==> src/tqd_pkg.sv <==
// ----------------------------------------------------------------------------
// tqd_pkg
// shared types, request and status codes, and defaults of the two-queue
// ticket dispatcher
// ----------------------------------------------------------------------------
package tqd_pkg;

    localparam int QUEUE_DEPTH_DEF  = 16;
    localparam int NUMBER_WIDTH_DEF = 16;

    localparam int REQ_W     = 2;
    localparam int STAMP_W   = 32;
    localparam int OUT_NUM_W = 16;
    localparam int STATUS_W  = 3;
    localparam int BURST_W   = 4;

    localparam logic [BURST_W-1:0] BURST_RESET    = 4'd2;
    localparam int                 NOTHING_NUMBER = 999;

    localparam logic [REQ_W-1:0] REQ_ISSUE_NORMAL   = 2'd0;
    localparam logic [REQ_W-1:0] REQ_ISSUE_PRIORITY = 2'd1;
    localparam logic [REQ_W-1:0] REQ_SERVE          = 2'd2;
    localparam logic [REQ_W-1:0] REQ_UNUSED         = 2'd3;

    typedef enum logic [STATUS_W-1:0] {
        ST_ISSUED     = 3'd0,
        ST_REJECTED   = 3'd1,
        ST_SERVED_PRI = 3'd2,
        ST_SERVED_NOR = 3'd3,
        ST_NOTHING    = 3'd4
    } status_t;

    // per-request control from the scheduler to the datapath
    typedef struct packed {
        logic    has_result;
        status_t status;
        logic    n_wr;
        logic    p_wr;
        logic    n_rd;
        logic    p_rd;
    } ctl_t;

endpackage

==> src/tqd_queue_mem.sv <==
// ----------------------------------------------------------------------------
// tqd_queue_mem
// one-write one-read synchronous ticket store, read data registered
// ----------------------------------------------------------------------------
module tqd_queue_mem #(
    parameter int DEPTH = tqd_pkg::QUEUE_DEPTH_DEF,
    parameter int WIDTH = tqd_pkg::NUMBER_WIDTH_DEF + tqd_pkg::STAMP_W
) (
    input  logic                     clk,
    input  logic                     wr_en,
    input  logic [$clog2(DEPTH)-1:0] wr_addr,
    input  logic [WIDTH-1:0]         wr_data,
    input  logic                     rd_en,
    input  logic [$clog2(DEPTH)-1:0] rd_addr,
    output logic [WIDTH-1:0]         rd_data
);

    logic [WIDTH-1:0] mem [DEPTH];
    logic [WIDTH-1:0] rd_data_reg;

    always_ff @(posedge clk)
    begin
        if (wr_en)
        begin
            mem[wr_addr] <= wr_data;
        end
    end

    // read data holds until the next read
    always_ff @(posedge clk)
    begin
        if (rd_en)
        begin
            rd_data_reg <= mem[rd_addr];
        end
    end

    assign rd_data = rd_data_reg;

endmodule

==> src/tqd_sched.sv <==
// ----------------------------------------------------------------------------
// tqd_sched
// queue pointers, ticket counter and burst arbitration between the queues
// ----------------------------------------------------------------------------
module tqd_sched #(
    parameter int QUEUE_DEPTH  = tqd_pkg::QUEUE_DEPTH_DEF,
    parameter int NUMBER_WIDTH = tqd_pkg::NUMBER_WIDTH_DEF
) (
    input  logic                            clk,
    input  logic                            rst_n,
    input  logic                            accept,
    input  logic [tqd_pkg::REQ_W-1:0]       req_type,
    input  logic [tqd_pkg::BURST_W-1:0]     burst_limit,
    output tqd_pkg::ctl_t                   ctl,
    output logic [NUMBER_WIDTH-1:0]         number,
    output logic [$clog2(QUEUE_DEPTH)-1:0]  n_wr_addr,
    output logic [$clog2(QUEUE_DEPTH)-1:0]  n_rd_addr,
    output logic [$clog2(QUEUE_DEPTH)-1:0]  p_wr_addr,
    output logic [$clog2(QUEUE_DEPTH)-1:0]  p_rd_addr
);

    localparam int IDX_W = $clog2(QUEUE_DEPTH);
    localparam int CNT_W = $clog2(QUEUE_DEPTH + 1);
    localparam logic [CNT_W-1:0] FULL_CNT = CNT_W'(QUEUE_DEPTH);
    localparam logic [IDX_W-1:0] LAST_IDX = IDX_W'(QUEUE_DEPTH - 1);

    logic [IDX_W-1:0]            n_head_reg, n_head_next, n_tail_reg, n_tail_next;
    logic [IDX_W-1:0]            p_head_reg, p_head_next, p_tail_reg, p_tail_next;
    logic [CNT_W-1:0]            n_cnt_reg, n_cnt_next, p_cnt_reg, p_cnt_next;
    logic [tqd_pkg::BURST_W-1:0] burst_reg, burst_next;
    logic [NUMBER_WIDTH-1:0]     ticket_reg, ticket_next;
    logic [NUMBER_WIDTH-1:0]     ticket_inc;

    function automatic logic [IDX_W-1:0] wrap_inc(input logic [IDX_W-1:0] ptr);
        logic [IDX_W-1:0] res;
        res = (ptr == LAST_IDX) ? '0 : ptr + 1'b1;
        return res;
    endfunction

    assign ticket_inc = ticket_reg + 1'b1;

    always_comb
    begin
        n_head_next = n_head_reg;
        n_tail_next = n_tail_reg;
        n_cnt_next  = n_cnt_reg;
        p_head_next = p_head_reg;
        p_tail_next = p_tail_reg;
        p_cnt_next  = p_cnt_reg;
        burst_next  = burst_reg;
        ticket_next = ticket_reg;
        number      = '0;
        ctl         = '0;
        ctl.status  = tqd_pkg::ST_ISSUED;

        unique case (req_type)
            tqd_pkg::REQ_ISSUE_NORMAL:
            begin
                ctl.has_result = 1'b1;
                if (n_cnt_reg == FULL_CNT)
                begin
                    ctl.status = tqd_pkg::ST_REJECTED;
                end
                else
                begin
                    ctl.n_wr    = 1'b1;
                    number      = ticket_inc;
                    ticket_next = ticket_inc;
                    n_tail_next = wrap_inc(n_tail_reg);
                    n_cnt_next  = n_cnt_reg + 1'b1;
                end
            end
            tqd_pkg::REQ_ISSUE_PRIORITY:
            begin
                ctl.has_result = 1'b1;
                if (p_cnt_reg == FULL_CNT)
                begin
                    ctl.status = tqd_pkg::ST_REJECTED;
                end
                else
                begin
                    ctl.p_wr    = 1'b1;
                    number      = ticket_inc;
                    ticket_next = ticket_inc;
                    p_tail_next = wrap_inc(p_tail_reg);
                    p_cnt_next  = p_cnt_reg + 1'b1;
                end
            end
            tqd_pkg::REQ_SERVE:
            begin
                ctl.has_result = 1'b1;
                priority if (p_cnt_reg != '0 && burst_reg < burst_limit)
                begin
                    ctl.p_rd    = 1'b1;
                    ctl.status  = tqd_pkg::ST_SERVED_PRI;
                    burst_next  = burst_reg + 1'b1;
                    p_head_next = wrap_inc(p_head_reg);
                    p_cnt_next  = p_cnt_reg - 1'b1;
                end
                else if (n_cnt_reg != '0)
                begin
                    ctl.n_rd    = 1'b1;
                    ctl.status  = tqd_pkg::ST_SERVED_NOR;
                    burst_next  = '0;
                    n_head_next = wrap_inc(n_head_reg);
                    n_cnt_next  = n_cnt_reg - 1'b1;
                end
                else if (p_cnt_reg != '0)
                begin
                    // fallback when no normal ticket waits
                    ctl.p_rd    = 1'b1;
                    ctl.status  = tqd_pkg::ST_SERVED_PRI;
                    burst_next  = tqd_pkg::BURST_W'(1);
                    p_head_next = wrap_inc(p_head_reg);
                    p_cnt_next  = p_cnt_reg - 1'b1;
                end
                else
                begin
                    ctl.status = tqd_pkg::ST_NOTHING;
                    number     = NUMBER_WIDTH'(tqd_pkg::NOTHING_NUMBER);
                    burst_next = '0;
                end
            end
            tqd_pkg::REQ_UNUSED:
            begin
                // dropped without a result
                ctl.has_result = 1'b0;
            end
            default:
            begin
                ctl.has_result = 1'b0;
            end
        endcase
    end

    always_ff @(posedge clk or negedge rst_n)
    begin
        if (!rst_n)
        begin
            n_head_reg <= '0;
            n_tail_reg <= '0;
            n_cnt_reg  <= '0;
            p_head_reg <= '0;
            p_tail_reg <= '0;
            p_cnt_reg  <= '0;
            burst_reg  <= '0;
            ticket_reg <= '0;
        end
        else if (accept)
        begin
            n_head_reg <= n_head_next;
            n_tail_reg <= n_tail_next;
            n_cnt_reg  <= n_cnt_next;
            p_head_reg <= p_head_next;
            p_tail_reg <= p_tail_next;
            p_cnt_reg  <= p_cnt_next;
            burst_reg  <= burst_next;
            ticket_reg <= ticket_next;
        end
    end

    assign n_wr_addr = n_tail_reg;
    assign n_rd_addr = n_head_reg;
    assign p_wr_addr = p_tail_reg;
    assign p_rd_addr = p_head_reg;

endmodule

==> src/two_queue_ticket_dispatcher_unit.sv <==
// ----------------------------------------------------------------------------
// two_queue_ticket_dispatcher_unit
// normal and priority ticket queues with a shared ticket counter and a
// burst-limited priority arbiter
// ----------------------------------------------------------------------------
//  channel | handshake            | payload
//  --------+----------------------+------------------------------------------
//  in      | in_valid / in_ready  | req_type, stamp
//  out     | out_valid / out_ready| status, ticket_number, ticket_stamp
//  cfg     | cfg_valid / cfg_ready| cfg_data (priority burst limit)
//
//  one request per cycle while in_ready is high; its result goes through the
//  middle stage to the output register, once the queue memory read data is back
//  an unused request code is consumed with no result
//  out_ready low holds the output register; the middle stage then stalls and
//  in_ready drops until the output register frees up
//  reset empties both queues, clears the counter and burst, limit is 2
// ----------------------------------------------------------------------------
module two_queue_ticket_dispatcher_unit #(
    parameter int QUEUE_DEPTH  = tqd_pkg::QUEUE_DEPTH_DEF,
    parameter int NUMBER_WIDTH = tqd_pkg::NUMBER_WIDTH_DEF
) (
    input  logic                            clk,
    input  logic                            rst_n,
    input  logic                            in_valid,
    output logic                            in_ready,
    input  logic [tqd_pkg::REQ_W-1:0]       req_type,
    input  logic [tqd_pkg::STAMP_W-1:0]     stamp,
    output logic                            out_valid,
    input  logic                            out_ready,
    output logic [tqd_pkg::STATUS_W-1:0]    status,
    output logic [tqd_pkg::OUT_NUM_W-1:0]   ticket_number,
    output logic [tqd_pkg::STAMP_W-1:0]     ticket_stamp,
    input  logic                            cfg_valid,
    output logic                            cfg_ready,
    input  logic [tqd_pkg::BURST_W-1:0]     cfg_data
);

    localparam int IDX_W   = $clog2(QUEUE_DEPTH);
    localparam int ENTRY_W = NUMBER_WIDTH + tqd_pkg::STAMP_W;

    logic                        accept;
    tqd_pkg::ctl_t               ctl;
    logic [NUMBER_WIDTH-1:0]     sched_number;
    logic [IDX_W-1:0]            n_wr_addr, n_rd_addr, p_wr_addr, p_rd_addr;
    logic [ENTRY_W-1:0]          wr_entry, n_rd_data, p_rd_data;

    logic [tqd_pkg::BURST_W-1:0] limit_reg;

    logic                        s1_valid_reg, s1_valid_next;
    tqd_pkg::status_t            s1_status_reg;
    logic [NUMBER_WIDTH-1:0]     s1_number_reg;
    logic                        s1_rd_n_reg, s1_rd_p_reg;
    logic                        s1_move;

    logic                        out_valid_reg, out_valid_next;
    logic [tqd_pkg::STATUS_W-1:0]  status_reg;
    logic [tqd_pkg::OUT_NUM_W-1:0] number_reg;
    logic [tqd_pkg::STAMP_W-1:0]   stamp_reg;

    logic [NUMBER_WIDTH-1:0]     s1_number;
    logic [tqd_pkg::STAMP_W-1:0] s1_stamp;
    logic [31:0]                 s1_number_wide;

    // config register
    assign cfg_ready = 1'b1;

    always_ff @(posedge clk or negedge rst_n)
    begin
        if (!rst_n)
        begin
            limit_reg <= tqd_pkg::BURST_RESET;
        end
        else if (cfg_valid)
        begin
            limit_reg <= cfg_data;
        end
    end

    // handshake
    assign s1_move  = s1_valid_reg && (!out_valid_reg || out_ready);
    assign in_ready = !s1_valid_reg || s1_move;
    assign accept   = in_valid && in_ready;

    tqd_sched #(
        .QUEUE_DEPTH  (QUEUE_DEPTH),
        .NUMBER_WIDTH (NUMBER_WIDTH)
    ) u_sched (
        .clk         (clk),
        .rst_n       (rst_n),
        .accept      (accept),
        .req_type    (req_type),
        .burst_limit (limit_reg),
        .ctl         (ctl),
        .number      (sched_number),
        .n_wr_addr   (n_wr_addr),
        .n_rd_addr   (n_rd_addr),
        .p_wr_addr   (p_wr_addr),
        .p_rd_addr   (p_rd_addr)
    );

    assign wr_entry = {sched_number, stamp};

    tqd_queue_mem #(
        .DEPTH (QUEUE_DEPTH),
        .WIDTH (ENTRY_W)
    ) u_normal_mem (
        .clk     (clk),
        .wr_en   (accept && ctl.n_wr),
        .wr_addr (n_wr_addr),
        .wr_data (wr_entry),
        .rd_en   (accept && ctl.n_rd),
        .rd_addr (n_rd_addr),
        .rd_data (n_rd_data)
    );

    tqd_queue_mem #(
        .DEPTH (QUEUE_DEPTH),
        .WIDTH (ENTRY_W)
    ) u_priority_mem (
        .clk     (clk),
        .wr_en   (accept && ctl.p_wr),
        .wr_addr (p_wr_addr),
        .wr_data (wr_entry),
        .rd_en   (accept && ctl.p_rd),
        .rd_addr (p_rd_addr),
        .rd_data (p_rd_data)
    );

    // middle stage: waits for the memory read data
    always_comb
    begin
        if (accept)
        begin
            s1_valid_next = ctl.has_result;
        end
        else if (s1_move)
        begin
            s1_valid_next = 1'b0;
        end
        else
        begin
            s1_valid_next = s1_valid_reg;
        end
    end

    always_ff @(posedge clk or negedge rst_n)
    begin
        if (!rst_n)
        begin
            s1_valid_reg <= 1'b0;
        end
        else
        begin
            s1_valid_reg <= s1_valid_next;
        end
    end

    always_ff @(posedge clk)
    begin
        if (accept)
        begin
            s1_status_reg <= ctl.status;
            s1_number_reg <= sched_number;
            s1_rd_n_reg   <= ctl.n_rd;
            s1_rd_p_reg   <= ctl.p_rd;
        end
    end

    always_comb
    begin
        priority if (s1_rd_n_reg)
        begin
            s1_number = n_rd_data[ENTRY_W-1 -: NUMBER_WIDTH];
            s1_stamp  = n_rd_data[tqd_pkg::STAMP_W-1:0];
        end
        else if (s1_rd_p_reg)
        begin
            s1_number = p_rd_data[ENTRY_W-1 -: NUMBER_WIDTH];
            s1_stamp  = p_rd_data[tqd_pkg::STAMP_W-1:0];
        end
        else
        begin
            s1_number = s1_number_reg;
            s1_stamp  = '0;
        end
    end

    assign s1_number_wide = 32'(s1_number);

    // output register
    always_comb
    begin
        if (s1_move)
        begin
            out_valid_next = 1'b1;
        end
        else if (out_ready)
        begin
            out_valid_next = 1'b0;
        end
        else
        begin
            out_valid_next = out_valid_reg;
        end
    end

    always_ff @(posedge clk or negedge rst_n)
    begin
        if (!rst_n)
        begin
            out_valid_reg <= 1'b0;
        end
        else
        begin
            out_valid_reg <= out_valid_next;
        end
    end

    always_ff @(posedge clk)
    begin
        if (s1_move)
        begin
            status_reg <= s1_status_reg;
            number_reg <= s1_number_wide[tqd_pkg::OUT_NUM_W-1:0];
            stamp_reg  <= s1_stamp;
        end
    end

    assign out_valid     = out_valid_reg;
    assign status        = status_reg;
    assign ticket_number = number_reg;
    assign ticket_stamp  = stamp_reg;

endmodule

==> config.mk <==
export PLATFORM = sky130hd
export DESIGN_NAME = two_queue_ticket_dispatcher_unit
export DESIGN_NICKNAME = d
export VERILOG_FILES = /design/src/tqd_pkg.sv /design/src/tqd_queue_mem.sv /design/src/tqd_sched.sv /design/src/two_queue_ticket_dispatcher_unit.sv
export SDC_FILE = /design/constraint.sdc
export NUM_CORES = 2
export LEC_CHECK = 0
export ABC_AREA = 0
export BUFFER_PORTS_ARGS = -buffer_cell sky130_fd_sc_hd__buf_2
export CAP_MARGIN = 20
export CORE_AREA = 10 10 339 341
export DETAILED_ROUTE_END_ITERATION = 10
export DIE_AREA = 0 0 349 351
export PLACE_DENSITY = 0.83
export RECOVER_POWER = 50
export SLEW_MARGIN = 20
export SYNTH_ARGS = -nofsm -noshare
export SYNTH_HDL_FRONTEND = slang
export SYNTH_HIERARCHICAL = 1
export SYNTH_SLANG_ARGS = --single-unit
==> constraint.sdc <==
create_clock -name clk -period 6 [get_ports clk]
set_clock_uncertainty 0.2 [all_clocks]
set_input_delay 1.2 -clock clk [delete_from_list [all_inputs] [get_ports clk]]
set_output_delay 1.2 -clock clk [all_outputs]
set_load 0.05 [all_outputs]
==> metrics.csv <==
metric;value;unit
PwrDens;441;nW/um^2
core box area;108000;sq um
H-tree depth;4;
Seq pwr share;45.6;%
post-DP HPWL;85900;um
vias in the first global route;35400;
starting density of the core;61.4;%
drt pass-1 iters;7;
Clk network pwr share;32.2;%
GRT Util Overall;28.9;%
Async SR Flop Fraction;2.96;%
failing checks;max-capacitance violations, max-slew violations;
Post CTS Setup Buffer Count;0;
VDD IR-drop max;0.000458;V
Unique masters post-synth;65;
R2R setup slack;1.24;ns
Finished Layout Cells;4705;
worst-path fanout max;32;
# IOs;97;
hold_sp;s1_status_reg[2];
DRC;0;
yosys warns;6;
die width;349;um
Simple-Gate Fraction of Synth Area;1.94;%
first-iteration detailed-routing DRC count;5360;
# fillers;5998;
Tightest Pin Transition;3.54;ns
IO Port Bufs;95;
initial antenna violation count;7;
Longest Clk Path Bufs;3;
global route overflow;0;
Synth Area in Compound Gates;3.37;%
Total Power;32.7;mW
mux contribution to synthesized area;13.5;%
Area Overhead vs Synth;11.6;%
R2R depth;7;
largest family of logic cells by synthesized area;multiplexers;
routed vias/inst;7.25;
period utilization;79.3;%
DIE HEIGHT;351;um
Max-Cap Viols;51;
Row Count;121;
Hold Path Class;reg2reg;
Switching Fraction;29.2;%
Min Hold Slack;0.221;ns
hold_buf cts;0;
most frequent cells in the layout;edfxtp_1, mux4_2, a22oi_1;
Hold Path Stages;0;
Final Worst Setup Slack;1.24;ns
sequential fraction of the synthesis area;79.0;%
P_leak;23.5;nW
XOR/XNOR Fraction of Synth Area;0.567;%
Syn Area/Cell;22.4;sq um
max-slew violations;1519;
clk_lat worst skew;0.79;ns
DRT Wirelength;175000;um
worst hold path endpoint;status[2];
fin nets;3219;
Final Hold Viols;0;
Final min period;4.76;ns
syn nets;3022;
flops & latches, synth;1756;
worst reg2reg path startpoint;u_sched/n_cnt_reg[3];
die area;122000;sq um
FF-to-FF End;u_normal_mem/mem[13][31];
crit path kind;reg2reg;
RSZ-0062 raised after global routing;no;
# resized after CTS;0;
CTS clk-pin slew, worst paths;0.06;ns
routed wire length per instance;37.3;um
CP Data Arrival Time;4.95;ns
endpoints failing setup;0;
final non-filler cell area;74100;sq um
clock sink count;1756;
most common cell after layout, fill and taps aside;edfxtp_1;
Mapped Cells;2962;
TNS Setup;0;ns
endpoint class of the critical path;flip-flop;
DP Area;69000;sq um
share of layout cells above drive strength 1;22.7;%
antenna-violating nets left;0;
adder-cell share of the synthesized area;0.343;%
first-pass GRT wire length;254000;um
Top Registers;u_normal_mem/mem (768), u_priority_mem/mem (768);
slew margin rel.;-136;%
total CTS buffers;167;
Post-Syn Area;66400;sq um
largest net degree at the start of global routing;129;
Critical Path Start Type;flip-flop;
vias;34100;
Util after Layout;68.5;%
switching pwr;9.54;mW
EDFF count, synth;1704;
gpl congestion;0.828;
combinational cell fraction of total power;22.2;%
Main synth FF type;edfxtp_1;
Internal Power;23.1;mW
status;finished with violations;
Placed Cells;4403;
CTS tree;done;
CTS root buffer;clkbuf_16;
Max Fclk;210;MHz
DP Worst Slack;1.67;ns
required time worst endpoint;6.20;ns
[layout make-up]
class / count / area [sq um] / area share [%]
Antenna cell: 1 / 2.50 / 0.00338
Timing Repair Buffer: 172 / 1070 / 1.45
Multi-Input combinational cell: 1047 / 13300 / 18.0
Inverter: 15 / 68.8 / 0.0929
Tap cell: 1414 / 1770 / 2.39
Clock inverter: 103 / 1070 / 1.45
Clock buffer: 197 / 4300 / 5.81
Sequential cell: 1756 / 52500 / 70.8
[worst max-delay path, stage by stage, from the launching register on]
cell and delay (ns):
dfrtp_1 0.43, nor4_1 0.16, nand2_1 0.14, and3_1 0.20, and3_1 0.45, nand3_1 0.37
nor2_1 1.60, buf_4 0.78
[logic make-up after synthesis]
family                     count (synthesis)
muxes                                    415
buffers and inverters                    159
and+or+nand+nor                          273
xor gates and xnor gates                  43
AOI/OAI and AO/OA                        298
DFF                                     1756
adders and majority gates                 17
other                                      1
[cell usage after synthesis (5+ instances only)]
library cell     n  area [sq um]
a21oi_1         11          55.1
a22o_1          34           298
a22oi_1        192          1440
and2_1          10          62.6
and3_1          13          81.3
buf_1           33           124
buf_2           15          75.1
buf_4           38           285
buf_6            6          67.6
clkbuf_1        52           195
dfrtp_1         51          1280
edfxtp_1      1704         51200
ha_1            15           188
inv_1           12          45.0
mux2_2           8          90.1
mux2i_1         17           170
mux4_2         384          8650
nand2_1        146           548
nand2b_1        11          68.8
nand3_1         10          50.1
nand3b_1         5          37.5
nor2_1          39           146
nor2b_1          7          43.8
nor3_1          12          60.1
o21ai_0         31           155
o21ai_1          6          30.0
xnor2_1         32           280
xor2_1          11          96.3
[per-layer routing]
layer	global-route usage [%]	vias up	wire length, um
met5	0	-	70
met4	14.6	10	9490
met3	6.63	595	20100
met2	47.1	3097	87800
met1	36.6	17500	57800
li1	-	12900	-
[power groups by stage]
stage / clock (mW) / combinational (mW) / sequential (mW)
detailed placement: 0 / 6.85 / 15.1
CTS: 10.6 / 7.15 / 14.9
finish: 10.5 / 7.26 / 14.9
floorplan: 0 / 5.03 / 14.9
global placement: 0 / 6.60 / 15.0
global route: 11.0 / 7.55 / 14.9
[how the worst max path moves through the flow]
stage                               startpoint                        end  cells after the start
after floorplan                      out_ready     u_normal_mem/mem[1][0]                      4
after global placement             req_type[0]  u_priority_mem/mem[2][16]                      7
after detailed placement           req_type[1]   u_normal_mem/mem[14][28]                      7
after CTS                 u_sched/n_cnt_reg[0]   u_normal_mem/mem[14][30]                      7
after global routing      u_sched/n_cnt_reg[0]   u_normal_mem/mem[13][30]                      7
final                     u_sched/n_cnt_reg[3]   u_normal_mem/mem[13][31]                      7
Power figures use the tool's default switching activity.
